[src/rtl/core/assert_macros.svh]
// Assertion helpers for the RTL files, included by bwiir_ctrl.
`ifndef ASSERT_MACROS_SVH
`define ASSERT_MACROS_SVH

// Clocked property, switched off while reset is held.
`define ASSERT_CLK(lbl, clk, rstn, prop, msg) \
    lbl: assert property (@(posedge clk) disable iff (!(rstn)) (prop)) \
        else $error(msg);

// Clocked property that is also checked during reset.
`define ASSERT_CLK_ALWAYS(lbl, clk, prop, msg) \
    lbl: assert property (@(posedge clk) (prop)) else $error(msg);

`endif

[src/rtl/core/bwiir_pkg.sv]
package bwiir_pkg;

    localparam int ORDER_DEF   = 4;
    localparam int NUM_FB      = 4;
    localparam int DATA_W      = 16;
    localparam int GAIN_W      = 32;
    localparam int COEF_W      = 32;
    localparam int HIST_W      = 32;
    localparam int MUL_A_W     = 33;
    localparam int PROD_W      = MUL_A_W + HIST_W;
    localparam int ACC_W       = 44;
    localparam int CFG_IDX_W   = 3;
    localparam int CFG_DATA_W  = 32;
    localparam int BINOM_W     = 5;
    localparam int SCALE_SHIFT = 18;
    localparam int FB_SHIFT    = 26;
    localparam int OUT_SHIFT   = 13;

    localparam logic [CFG_IDX_W-1:0] REG_SCALE_GAIN = 3'd0;
    localparam logic [CFG_IDX_W-1:0] REG_FB_COEF_1  = 3'd1;
    localparam logic [CFG_IDX_W-1:0] REG_FB_COEF_2  = 3'd2;
    localparam logic [CFG_IDX_W-1:0] REG_FB_COEF_3  = 3'd3;
    localparam logic [CFG_IDX_W-1:0] REG_FB_COEF_4  = 3'd4;

    localparam logic [GAIN_W-1:0] GAIN_RESET = 32'h8000_0000;

    typedef enum logic [1:0] {
        TERM_SCALE,
        TERM_BINOM,
        TERM_FEEDBACK
    } term_kind_t;

    // Commands from the sequencer to the datapath.
    typedef struct packed {
        logic load;    // capture the input sample
        logic issue;   // multiply the operands of the current step
        logic accum;   // fold the registered product into the accumulator
        logic commit;  // saturate, shift the histories, load the output register
    } cmd_t;

    // Rows of Pascal's triangle for orders 0 to 6.
    localparam logic [BINOM_W-1:0] BINOM_ROWS [0:6][0:6] = '{
        '{5'd1, 5'd0, 5'd0,  5'd0,  5'd0,  5'd0, 5'd0},
        '{5'd1, 5'd1, 5'd0,  5'd0,  5'd0,  5'd0, 5'd0},
        '{5'd1, 5'd2, 5'd1,  5'd0,  5'd0,  5'd0, 5'd0},
        '{5'd1, 5'd3, 5'd3,  5'd1,  5'd0,  5'd0, 5'd0},
        '{5'd1, 5'd4, 5'd6,  5'd4,  5'd1,  5'd0, 5'd0},
        '{5'd1, 5'd5, 5'd10, 5'd10, 5'd5,  5'd1, 5'd0},
        '{5'd1, 5'd6, 5'd15, 5'd20, 5'd15, 5'd6, 5'd1}
    };

    function automatic logic [BINOM_W-1:0] binom_weight(input logic [2:0] order,
                                                        input logic [2:0] k);
        logic [BINOM_W-1:0] w;
        w = 5'd0;
        if (order <= 3'd6 && k <= 3'd6) begin
            w = BINOM_ROWS[order][k];
        end
        return w;
    endfunction

endpackage

[src/rtl/core/bwiir_ctrl.sv]
`include "assert_macros.svh"

module bwiir_ctrl #(
    parameter int ORDER = bwiir_pkg::ORDER_DEF
) (
    input  logic                                  aclk,
    input  logic                                  aresetn,
    input  logic                                  s_tvalid,
    output logic                                  s_tready,
    output logic                                  m_tvalid,
    input  logic                                  m_tready,
    output bwiir_pkg::cmd_t                       cmd,
    output logic [$clog2(2 * ORDER + 1) - 1:0]    step
);

    localparam int STEP_W = $clog2(2 * ORDER + 1);
    localparam logic [STEP_W-1:0] LAST_STEP = STEP_W'(2 * ORDER);

    typedef enum logic [1:0] {
        ST_IDLE,
        ST_MAC,
        ST_DRAIN,
        ST_COMMIT
    } state_t;

    state_t             state_reg, state_next;
    logic [STEP_W-1:0]  step_reg, step_next;
    logic               m_valid_reg, m_valid_next;
    logic               out_free;

    assign out_free = !m_valid_reg || m_tready;
    assign s_tready = (state_reg == ST_IDLE);
    assign m_tvalid = m_valid_reg;
    assign step     = step_reg;

    always_comb begin
        state_next   = state_reg;
        step_next    = step_reg;
        m_valid_next = m_valid_reg;
        cmd          = '0;
        if (m_valid_reg && m_tready) begin
            m_valid_next = 1'b0;
        end
        unique case (state_reg)
            ST_IDLE: begin
                if (s_tvalid) begin
                    cmd.load   = 1'b1;
                    step_next  = '0;
                    state_next = ST_MAC;
                end
            end
            ST_MAC: begin
                cmd.issue = 1'b1;
                // The product of the previous step is folded in while this one multiplies.
                cmd.accum = (step_reg != '0);
                step_next = step_reg + 1'b1;
                if (step_reg == LAST_STEP) begin
                    state_next = ST_DRAIN;
                end
            end
            ST_DRAIN: begin
                cmd.accum  = 1'b1;
                state_next = ST_COMMIT;
            end
            ST_COMMIT: begin
                if (out_free) begin
                    cmd.commit   = 1'b1;
                    m_valid_next = 1'b1;
                    state_next   = ST_IDLE;
                end
            end
            default: begin
                state_next = ST_IDLE;
            end
        endcase
    end

    always_ff @(posedge aclk) begin
        if (!aresetn) begin
            state_reg   <= ST_IDLE;
            step_reg    <= '0;
            m_valid_reg <= 1'b0;
        end else begin
            state_reg   <= state_next;
            step_reg    <= step_next;
            m_valid_reg <= m_valid_next;
        end
    end

    `ASSERT_CLK(a_commit_needs_room, aclk, aresetn,
        cmd.commit |-> (!m_valid_reg || m_tready), "result overwritten before it was taken")
    `ASSERT_CLK(a_accept_starts_mac, aclk, aresetn,
        (s_tvalid && s_tready) |=> (state_reg == ST_MAC && step_reg == '0),
        "accepted request did not start the multiply sequence")
    `ASSERT_CLK(a_valid_from_commit, aclk, aresetn,
        $rose(m_valid_reg) |-> $past(cmd.commit), "result valid raised without a commit")

endmodule

[src/rtl/core/bwiir_dp.sv]
module bwiir_dp #(
    parameter int ORDER = bwiir_pkg::ORDER_DEF
) (
    input  logic                                       aclk,
    input  logic                                       aresetn,
    input  bwiir_pkg::cmd_t                            cmd,
    input  logic [$clog2(2 * ORDER + 1) - 1:0]         step,
    input  logic                                       cfg_we,
    input  logic [bwiir_pkg::CFG_IDX_W-1:0]            cfg_index,
    input  logic [bwiir_pkg::CFG_DATA_W-1:0]           cfg_wdata,
    input  logic [bwiir_pkg::DATA_W-1:0]               s_data,
    output logic [bwiir_pkg::DATA_W-1:0]               m_data
);

    localparam int STEP_W    = $clog2(2 * ORDER + 1);
    localparam int NUM_TAPS  = 2 * ORDER;
    localparam int TAP_IDX_W = $clog2(NUM_TAPS);
    localparam int PROD_W    = bwiir_pkg::PROD_W;
    localparam int ACC_W     = bwiir_pkg::ACC_W;
    localparam int HIST_W    = bwiir_pkg::HIST_W;
    localparam int DATA_W    = bwiir_pkg::DATA_W;
    localparam int MUL_A_W   = bwiir_pkg::MUL_A_W;

    localparam logic signed [PROD_W-1:0] SCALE_HALF = PROD_W'(1) << (bwiir_pkg::SCALE_SHIFT - 1);
    localparam logic signed [PROD_W-1:0] FB_HALF    = PROD_W'(1) << (bwiir_pkg::FB_SHIFT - 1);
    localparam logic signed [PROD_W-1:0] P_MAX      = PROD_W'(32'h7FFF_FFFF);
    localparam logic signed [PROD_W-1:0] P_MIN      = ~P_MAX;
    localparam logic signed [ACC_W-1:0]  A_MAX      = ACC_W'(32'h7FFF_FFFF);
    localparam logic signed [ACC_W-1:0]  A_MIN      = ~A_MAX;
    localparam logic signed [HIST_W:0]   OUT_HALF   = (HIST_W + 1)'(1) << (bwiir_pkg::OUT_SHIFT - 1);
    localparam logic signed [HIST_W:0]   O_MAX      = (HIST_W + 1)'(16'h7FFF);
    localparam logic signed [HIST_W:0]   O_MIN      = ~O_MAX;

    logic [bwiir_pkg::GAIN_W-1:0]        gain_reg;
    logic signed [bwiir_pkg::COEF_W-1:0] coef_reg [0:bwiir_pkg::NUM_FB-1];
    logic signed [HIST_W-1:0]            tap_reg  [0:NUM_TAPS-1];
    logic signed [DATA_W-1:0]            sample_reg;
    logic signed [PROD_W-1:0]            prod_reg;
    bwiir_pkg::term_kind_t               kind_reg;
    logic signed [ACC_W-1:0]             acc_reg;
    logic signed [HIST_W-1:0]            xs_reg;
    logic [DATA_W-1:0]                   out_reg;

    logic [TAP_IDX_W-1:0]          tap_idx;
    logic [STEP_W-1:0]             fb_pos;
    logic signed [MUL_A_W-1:0]     mul_a;
    logic signed [HIST_W-1:0]      mul_b;
    logic signed [PROD_W-1:0]      prod_next;
    bwiir_pkg::term_kind_t         kind_next;
    logic signed [PROD_W-1:0]      scale_sh;
    logic signed [HIST_W-1:0]      xs_sat;
    logic signed [PROD_W-1:0]      fb_sh;
    logic signed [ACC_W-1:0]       acc_next;
    logic signed [HIST_W-1:0]      y_sat;
    logic signed [HIST_W:0]        y_sh;
    logic [DATA_W-1:0]             out_next;

    // Operand selection: step 0 scales the input, steps 1..ORDER weight past
    // scaled inputs, the remaining steps weight past outputs.
    assign tap_idx = TAP_IDX_W'(step - 1'b1);
    assign fb_pos  = step - STEP_W'(ORDER + 1);

    always_comb begin
        mul_a     = '0;
        mul_b     = tap_reg[tap_idx];
        kind_next = bwiir_pkg::TERM_FEEDBACK;
        if (step == '0) begin
            mul_a     = {1'b0, gain_reg};
            mul_b     = {{(HIST_W - DATA_W){sample_reg[DATA_W-1]}}, sample_reg};
            kind_next = bwiir_pkg::TERM_SCALE;
        end else if (32'(step) <= 32'(ORDER)) begin
            mul_a     = {{(MUL_A_W - bwiir_pkg::BINOM_W){1'b0}},
                         bwiir_pkg::binom_weight(3'(ORDER), 3'(step))};
            kind_next = bwiir_pkg::TERM_BINOM;
        end else if (32'(fb_pos) < 32'(bwiir_pkg::NUM_FB)) begin
            mul_a = {coef_reg[fb_pos[1:0]][bwiir_pkg::COEF_W-1], coef_reg[fb_pos[1:0]]};
        end
    end

    assign prod_next = mul_a * mul_b;

    // Rounding of the registered product for the scale and feedback terms.
    assign scale_sh = (prod_reg + SCALE_HALF) >>> bwiir_pkg::SCALE_SHIFT;
    assign fb_sh    = (prod_reg + FB_HALF) >>> bwiir_pkg::FB_SHIFT;

    always_comb begin
        if (scale_sh > P_MAX) begin
            xs_sat = P_MAX[HIST_W-1:0];
        end else if (scale_sh < P_MIN) begin
            xs_sat = P_MIN[HIST_W-1:0];
        end else begin
            xs_sat = scale_sh[HIST_W-1:0];
        end
    end

    always_comb begin
        case (kind_reg)
            bwiir_pkg::TERM_SCALE: acc_next = {{(ACC_W - HIST_W){xs_sat[HIST_W-1]}}, xs_sat};
            bwiir_pkg::TERM_BINOM: acc_next = acc_reg + prod_reg[ACC_W-1:0];
            default:               acc_next = acc_reg + fb_sh[ACC_W-1:0];
        endcase
    end

    // Commit: the accumulator is saturated into the output history, then
    // rounded and saturated to the sample format.
    always_comb begin
        if (acc_reg > A_MAX) begin
            y_sat = A_MAX[HIST_W-1:0];
        end else if (acc_reg < A_MIN) begin
            y_sat = A_MIN[HIST_W-1:0];
        end else begin
            y_sat = acc_reg[HIST_W-1:0];
        end
    end

    assign y_sh = ($signed({y_sat[HIST_W-1], y_sat}) + OUT_HALF) >>> bwiir_pkg::OUT_SHIFT;

    always_comb begin
        if (y_sh > O_MAX) begin
            out_next = O_MAX[DATA_W-1:0];
        end else if (y_sh < O_MIN) begin
            out_next = O_MIN[DATA_W-1:0];
        end else begin
            out_next = y_sh[DATA_W-1:0];
        end
    end

    always_ff @(posedge aclk) begin
        if (!aresetn) begin
            gain_reg <= bwiir_pkg::GAIN_RESET;
            for (int i = 0; i < bwiir_pkg::NUM_FB; i++) begin
                coef_reg[i] <= '0;
            end
        end else if (cfg_we) begin
            unique case (cfg_index)
                bwiir_pkg::REG_SCALE_GAIN: gain_reg    <= cfg_wdata;
                bwiir_pkg::REG_FB_COEF_1:  coef_reg[0] <= cfg_wdata;
                bwiir_pkg::REG_FB_COEF_2:  coef_reg[1] <= cfg_wdata;
                bwiir_pkg::REG_FB_COEF_3:  coef_reg[2] <= cfg_wdata;
                bwiir_pkg::REG_FB_COEF_4:  coef_reg[3] <= cfg_wdata;
                default: begin
                end
            endcase
        end
    end

    // History taps: entries 0..ORDER-1 hold scaled inputs, the rest outputs,
    // newest first in each half.
    always_ff @(posedge aclk) begin
        if (!aresetn) begin
            for (int i = 0; i < NUM_TAPS; i++) begin
                tap_reg[i] <= '0;
            end
        end else if (cmd.commit) begin
            for (int i = ORDER - 1; i > 0; i--) begin
                tap_reg[i]         <= tap_reg[i - 1];
                tap_reg[ORDER + i] <= tap_reg[ORDER + i - 1];
            end
            tap_reg[0]     <= xs_reg;
            tap_reg[ORDER] <= y_sat;
        end
    end

    always_ff @(posedge aclk) begin
        if (cmd.load) begin
            sample_reg <= s_data;
        end
        if (cmd.issue) begin
            prod_reg <= prod_next;
            kind_reg <= kind_next;
        end
        if (cmd.accum) begin
            acc_reg <= acc_next;
            if (kind_reg == bwiir_pkg::TERM_SCALE) begin
                xs_reg <= xs_sat;
            end
        end
        if (cmd.commit) begin
            out_reg <= out_next;
        end
    end

    assign m_data = out_reg;

endmodule

[src/rtl/core/butterworth_iir_lowpass.sv]
// Channel   | Direction | Handshake           | Payload
// ----------+-----------+---------------------+-----------------------------------
// s_        | in        | s_tvalid / s_tready | s_tdata[15:0] sample_in, Q1.15
// m_        | out       | m_tvalid / m_tready | m_tdata[15:0] sample_out, Q1.15
// cfg_      | in        | cfg_we              | cfg_index, cfg_wdata[31:0]
//
// One shared 33x32 multiplier handles the 2*ORDER + 1 products of a request in turn,
// followed by a drain state and a commit state.
// Reset is synchronous and active low; it clears the histories and loads register defaults.
// A new request is accepted while the previous result still waits in the output register.
// The commit stalls while that register holds a result not yet taken.
module butterworth_iir_lowpass #(
    parameter int ORDER = bwiir_pkg::ORDER_DEF
) (
    input  logic                                 aclk,
    input  logic                                 aresetn,
    input  logic                                 s_tvalid,
    output logic                                 s_tready,
    input  logic [15:0]                          s_tdata,   // [15:0] sample_in
    output logic                                 m_tvalid,
    input  logic                                 m_tready,
    output logic [15:0]                          m_tdata,   // [15:0] sample_out
    input  logic                                 cfg_we,
    input  logic [bwiir_pkg::CFG_IDX_W-1:0]      cfg_index,
    input  logic [bwiir_pkg::CFG_DATA_W-1:0]     cfg_wdata
);

    localparam int STEP_W = $clog2(2 * ORDER + 1);

    bwiir_pkg::cmd_t    cmd;
    logic [STEP_W-1:0]  step;

    bwiir_ctrl #(
        .ORDER(ORDER)
    ) u_ctrl (
        .aclk     (aclk),
        .aresetn  (aresetn),
        .s_tvalid (s_tvalid),
        .s_tready (s_tready),
        .m_tvalid (m_tvalid),
        .m_tready (m_tready),
        .cmd      (cmd),
        .step     (step)
    );

    bwiir_dp #(
        .ORDER(ORDER)
    ) u_dp (
        .aclk      (aclk),
        .aresetn   (aresetn),
        .cmd       (cmd),
        .step      (step),
        .cfg_we    (cfg_we),
        .cfg_index (cfg_index),
        .cfg_wdata (cfg_wdata),
        .s_data    (s_tdata),
        .m_data    (m_tdata)
    );

endmodule
[config.mk]
export PLATFORM = sky130hd
export DESIGN_NAME = butterworth_iir_lowpass
export DESIGN_NICKNAME = d
export VERILOG_FILES = /design/src/rtl/core/bwiir_pkg.sv /design/src/rtl/core/bwiir_ctrl.sv /design/src/rtl/core/bwiir_dp.sv /design/src/rtl/core/butterworth_iir_lowpass.sv
export VERILOG_INCLUDE_DIRS = /design/src /design/src/rtl/core
export SDC_FILE = /design/constraint.sdc
export NUM_CORES = 2
export LEC_CHECK = 0
export BUFFER_PORTS_ARGS = -buffer_cell sky130_fd_sc_hd__buf_2
export CORE_MARGIN = 5
export CORE_UTILIZATION = 55
export CTS_CLUSTER_SIZE = 28
export DETAILED_ROUTE_END_ITERATION = 12
export GPL_TIMING_DRIVEN = 0
export PLACE_DENSITY_LB_ADDON = 0.3
export RECOVER_POWER = 25
export SETUP_SLACK_MARGIN = 0.5
export SLEW_MARGIN = 20
export SYNTH_ARGS = -nofsm -noshare
export SYNTH_HDL_FRONTEND = slang
export SYNTH_SLANG_ARGS = --single-unit
[constraint.sdc]
create_clock -name aclk -period 13.6 [get_ports aclk]
set_input_delay 0 -clock aclk [delete_from_list [all_inputs] [get_ports aclk]]
set_output_delay 0 -clock aclk [all_outputs]
set_load 0.02 [all_outputs]
After elaboration in Yosys (flattened, before gate mapping)
Memory sizes are Yosys's and may differ from the RTL's.
Cells that the tools add are included.
Storage, ports and cells
  word-level logic and storage cells: 131
  register bits: 214
  output and inout port bits: 18
  ROM bits: 40
  memories kept: 3
  RAM bits: 384
  input bits: 56
Memories
  u_dp.tap_reg: depth 8, bits a word 32, read ports 7, clocked after Yosys merged registers in 0, write ports 8, RTL line bwiir_dp.sv:36  | logic signed [HIST_W-1:0] tap_reg [0:NUM_TAPS-1];
  u_dp.coef_reg: depth 4, bits a word 32, read ports 1, clocked after Yosys merged registers in 0, write ports 4, RTL line bwiir_dp.sv:35  | logic signed [bwiir_pkg::COEF_W-1:0] coef_reg [0:bwiir_pkg::NUM_FB-1];
  (name not given): depth 8, bits a word 5, read ports 1, clocked after Yosys merged registers in 0, write ports 0, RTL line bwiir_pkg.sv:57  | w = BINOM_ROWS[order][k];
Operators by class
  equal/unequal tests: 12
  multipliers: 1
  magnitude comparators: 10
  $add $sub $neg: 8
  bitwise logic cells: 13
  reductions and logical operators: 13
  multiplexer cells: 61
Operators with widths (count)
  $mux W32: 17
  $mux W33: 3
  $add A44 B44 Y44: 2
  $pmux W44 S2: 1
  $add A65 B19 Y65 const B: 1
  $add A65 B27 Y65 const B: 1
  $mul A33 B32 Y65: 1
  $gt A47 B32 Y1 const B: 1
  $lt A47 B32 Y1 const B: 1
  $gt A44 B32 Y1 const B: 1
  $lt A44 B32 Y1 const B: 1
  $add A32 B14 Y33 const B: 1
  $mux W1: 28
  $gt A20 B16 Y1 const B: 1
  $lt A20 B16 Y1 const B: 1
  $mux W16: 1
  $mux W5: 3
  $or A1 B1 Y1: 12
  $mux W2: 4
  $pmux W2 S4: 1
  $pmux W4 S2: 1
  $eq A3 B2 Y1 const B: 2
  $reduce_and A2 Y1: 3
  $add A4 B1 Y4 const B: 1
  25 further kinds: 29

Depth between registers and ports, before layout
  depth in word-level cells: 8
  depth in mapped cells: 41
  mapped depth without buffers: 35

Hierarchy
From an unflattened synthesis, not the netlist that was laid out.
Second synthesis, totals
  cells, all modules: 6732
  area, all modules: 67110.6 um^2
By module, submodules not included
  bwiir_dp: cells an instance 6680, times used 1, area each 66643.9 um^2, seq. area each 17426.7 um^2
  bwiir_ctrl: cells an instance 52, times used 1, area each 466.7 um^2, seq. area each 140.1 um^2

Worst setup path before layout
Ideal clock, no wire load.
  path kind: register to register
  start point: reg u_ctrl.step_reg[0], in the netlist u_ctrl.step[0]
  end point: reg u_dp.prod_reg[64] (data pin)
  stages on the path, launching flop included: 38
  path buffers: 7
  period minus slack after synthesis: 10.853 ns
  library setup time: 0.265 ns
  arrival time: 10.588 ns
  required time: 13.335 ns
  setup slack: 2.747 ns
  path through: dfxtp_1 clkbuf_1 inv_1 ha_1 buf_2 buf_1 buf_2 buf_1 mux4_2 mux2i_1 nor2_1 a21oi_1 clkbuf_1 nor2_1 fa_1 inv_1 fa_1 inv_1 [2 not listed] inv_1 fa_1 inv_1 fa_1 fa_1 fa_1 ha_1 clkbuf_1 a21oi_1 o21bai_1 a21o_1 and2_1 a31o_2 a21oi_1 a31oi_1 a31oi_1 o21ai_0 xor2_1
On the way
  word-level cells in the longest chain between the ends: 8
  elaborated cells between the ends (all ways): 18
  classes of those cells: 2 x add/sub; 1 x mul; 3 x order compare; 7 x mux; 1 x bitwise; 1 x reduce/logical; 3 x memory
RTL lines
  from (decl): RTL line bwiir_ctrl.sv:27  | logic [STEP_W-1:0] step_reg, step_next;
  from (signal assigned): RTL line bwiir_ctrl.sv:85  | step_reg <= step_next;
  parallel branches: the longest is 7 deep, another holds $sub A4 B3 Y4
  $mul A33 B32 Y65 *: RTL line bwiir_dp.sv:80  | assign prod_next = mul_a * mul_b;
  net u_dp.prod_next[64]: RTL line bwiir_dp.sv:48  | logic signed [PROD_W-1:0] prod_next;
  to (signal assigned): RTL line bwiir_dp.sv:169  | prod_reg <= prod_next;
  to (decl): RTL line bwiir_dp.sv:38  | logic signed [PROD_W-1:0] prod_reg;
Mark *: on every way through the listed nets, which the timed path passes. The select of a mux whose other input is x is not followed.
A chain may end at the register's enable or synchronous reset.

Worst setup path in the final report
  start point: reg u_ctrl.step_reg[0], in the netlist u_ctrl.step[0]
  end point: reg u_dp.prod_reg[57] (data pin)
Same word-level chain as after synthesis.

==> metrics <==
status=finished, violations left; failing checks=capacitance limit, slew limit; Final Cell Area=73200 sq um; FF+latch count, synth=598; arrival time at the worst endpoint=13300 ps; first-pass GRT wire length=374 mm; largest fanout on the critical path=10; Max-slew headroom=-0.808; die area=129000 sq um; syn nets=8135; drt drc=0; CTS tree=yes; Ports=74; Clock Sinks=598; maximum VDD drop=709 uV; Bufs on Longest Clock Path=3; Cell Pwr Density=263 nW/um^2; adder-cell area share of the yosys netlist=0.377; Startpoint Class=register; post-place setup slack=-1260 ps; Critical Path RT=13950 ps; Post-Synth XOR/XNOR Area=0.0253; RD Place Congestion=1.08; Hold Crit Depth=2; worst r2r path cells=33; Yosys Warn Count=0; initial antenna violation count=18; Num CTS Buffers=61; Critical Path Max Stage Delay=780 ps; DIE HEIGHT=359 um; GRT Residual Overflow=0; P&R area growth vs syn=9.15%; Simple-Gate Fraction of Synth Area=0.147; final worst-path cycle share=0.952; Setup violations, final=0; Routed Antenna Nets=0; Async S/R FF share, synth=0; clock slew at reported path FFs=70 ps; leak pwr=0.0328 uW; worst-margin pin slew=2710 ps; Starting Density=0.552; proportion of synthesized area in mux cells=0.0366; routed vias=52.4k; Seq/Total Area, Yosys=0.262; Cell Area, Synth=67100 sq um; Final Slew Violations=126; WL/cell=30.0 um; Setup Skew=67.2 ps; final WL=259 mm; Post-synth EDFFs=559; Tot GR Track Use=0.402; worst setup margin=649 ps; largest family of logic cells by synthesized area=adder cells; post-layout min period=12950 ps; Critical Path Most Common Cell=fa_1; FP Rows=128; htree depth=2; post-route insts no fill=8640; R2R Setup Slk=650 ps; CP Class=reg2reg; MaxCap Viol Count=5; Synth Flop Type=edfxtp_1; Syn Area/Cell=9.98 sq um; fill count=10.3k; Hold Vio Cnt, Final=0; nets=8368; placed cells=8460; layout cells sized above 1=0.0721; first-pass iteration count of the detailed router=8; Placed Area=70400 sq um; synth unique cells=82; max reg flops=256; overall power=19200 uW; FMAX=77.2 MHz; Clock Latency Late Sink=710 ps; Starting DRT DRC Count=6832; Synth Instances=6725; Synth Area in Compound Gates=0.0670; HPWL Detailed=211 mm; crit path capture type=register; Core Area=122000 sq um; count of buffers from port buffering=72; worst min-delay path class=in2reg; Post CTS Setup Buffer Count=0; largest net degree at the start of global routing=61; RSZ-0062 raised after global routing=no; CP max-delay cell=clkbuf_1; Fin Setup TNS=0 ps; vias per inst=6.06; root buffer cell=clkbuf_16; number of global-route vias before repair=52.8k; Die Wd=359 um
==> cell usage in the layout (no fill, tap or decap), types with 75 or more instances in the layout <==
| master | netlist | final |
|---|---|---|
| inv_1 | 1148 | 1148 |
| fa_1 | 1113 | 1111 |
| nand2_1 | 755 | 755 |
| nor2_1 | 732 | 730 |
| edfxtp_1 | 559 | 559 |
| and2_1 | 391 | 365 |
| clkbuf_1 | 313 | 267 |
| ha_1 | 241 | 241 |
| a21oi_1 | 244 | 232 |
| o21ai_0 | 189 | 183 |
| xnor2_1 | 125 | 125 |
| clkbuf_2 | 5 | 87 |
| a21o_1 | 75 | 75 |
==> per-stage QoR <==
step | util | hold WS [ps]
after floorplan | - | 98.9
after global placement | 0.572 | 178
after detailed placement | 0.579 | 179
after CTS | 0.603 | 1.66
after global routing | 0.602 | 17.2
final | 0.602 | 28.8
==> layout make-up <==
cell class	count	area, sq um	share of cell area
sequential	598	17600	0.240
tap	1625	2030	0.0278
timing repair buffer	171	1490	0.0204
inverter	1149	4310	0.0589
clock buffer	78	1610	0.0220
buffer	357	1590	0.0216
clock inverter	35	412	0.00562
multi-input combinational	4620	44200	0.604
antenna	7	17.5	0.000239
==> worst max-delay path: cells and delay by family, from the launching register on <==
kind | cells | cell delay, ps
AOI/OAI and AO/OA | 6 | 1960
adders and majority gates | 10 | 5160
buffers and inverters | 8 | 2450
DFF | 1 | 330
muxes | 3 | 1050
and+or+nand+nor | 6 | 1580
==> final timing paths <==
kind | from | endpoint
setup / recovery | u_ctrl.step[0] | u_dp.prod_reg[57]
hold / removal | s_tdata[3] | u_dp.sample_reg[3]
setup reg to reg | u_ctrl.step[0] | u_dp.prod_reg[57]
hold reg to reg | u_dp.gain_reg[3] | u_dp.gain_reg[3]
==> logic make-up after synthesis <==
group / count (synthesis)
flops: 598
fa+ha+maj: 1355
mux: 157
buf+inv: 1507
simple gates: 2169
compound gates: 745
xor+xnor: 194
==> timing repair <==
action	in CTS	in global routing
gates resized for setup	97	54
endpoints found under the hold margin	211	0
endpoints found under the setup margin	38	21
hold buffers	61	0
gates cloned	0	0
==> power breakdown <==
part / switching [uW] / internal, uW / leakage [uW]
combinational: 9770 / 4770 / 0.0260
sequential: 261 / 2710 / 0.00582
clock: 755 / 958 / 0.000976
==> Yosys cell counts, types with 63 or more instances <==
cell type | instances | share of area
xnor2_1 | 125 | 0.016
a21oi_1 | 244 | 0.018
ha_1 | 241 | 0.045
nand3_1 | 63 | 0.0047
and2_1 | 391 | 0.036
o21ai_0 | 189 | 0.014
mux4_2 | 67 | 0.022
nor2_1 | 732 | 0.041
xor2_1 | 69 | 0.0090
clkbuf_1 | 313 | 0.018
fa_1 | 1113 | 0.33
a21o_1 | 75 | 0.0084
edfxtp_1 | 559 | 0.25
inv_1 | 1148 | 0.064
nand2_1 | 755 | 0.042
==> per-layer routing <==
layer,vias to the layer above,routed length [um],GRT usage
met2,3365,106000,0.564
met4,8,14900,0.175
met5,-,56,0
li1,21600,-,-
met1,26700,103000,0.581
met3,657,34600,0.125
Power figures use the tool's default switching activity.
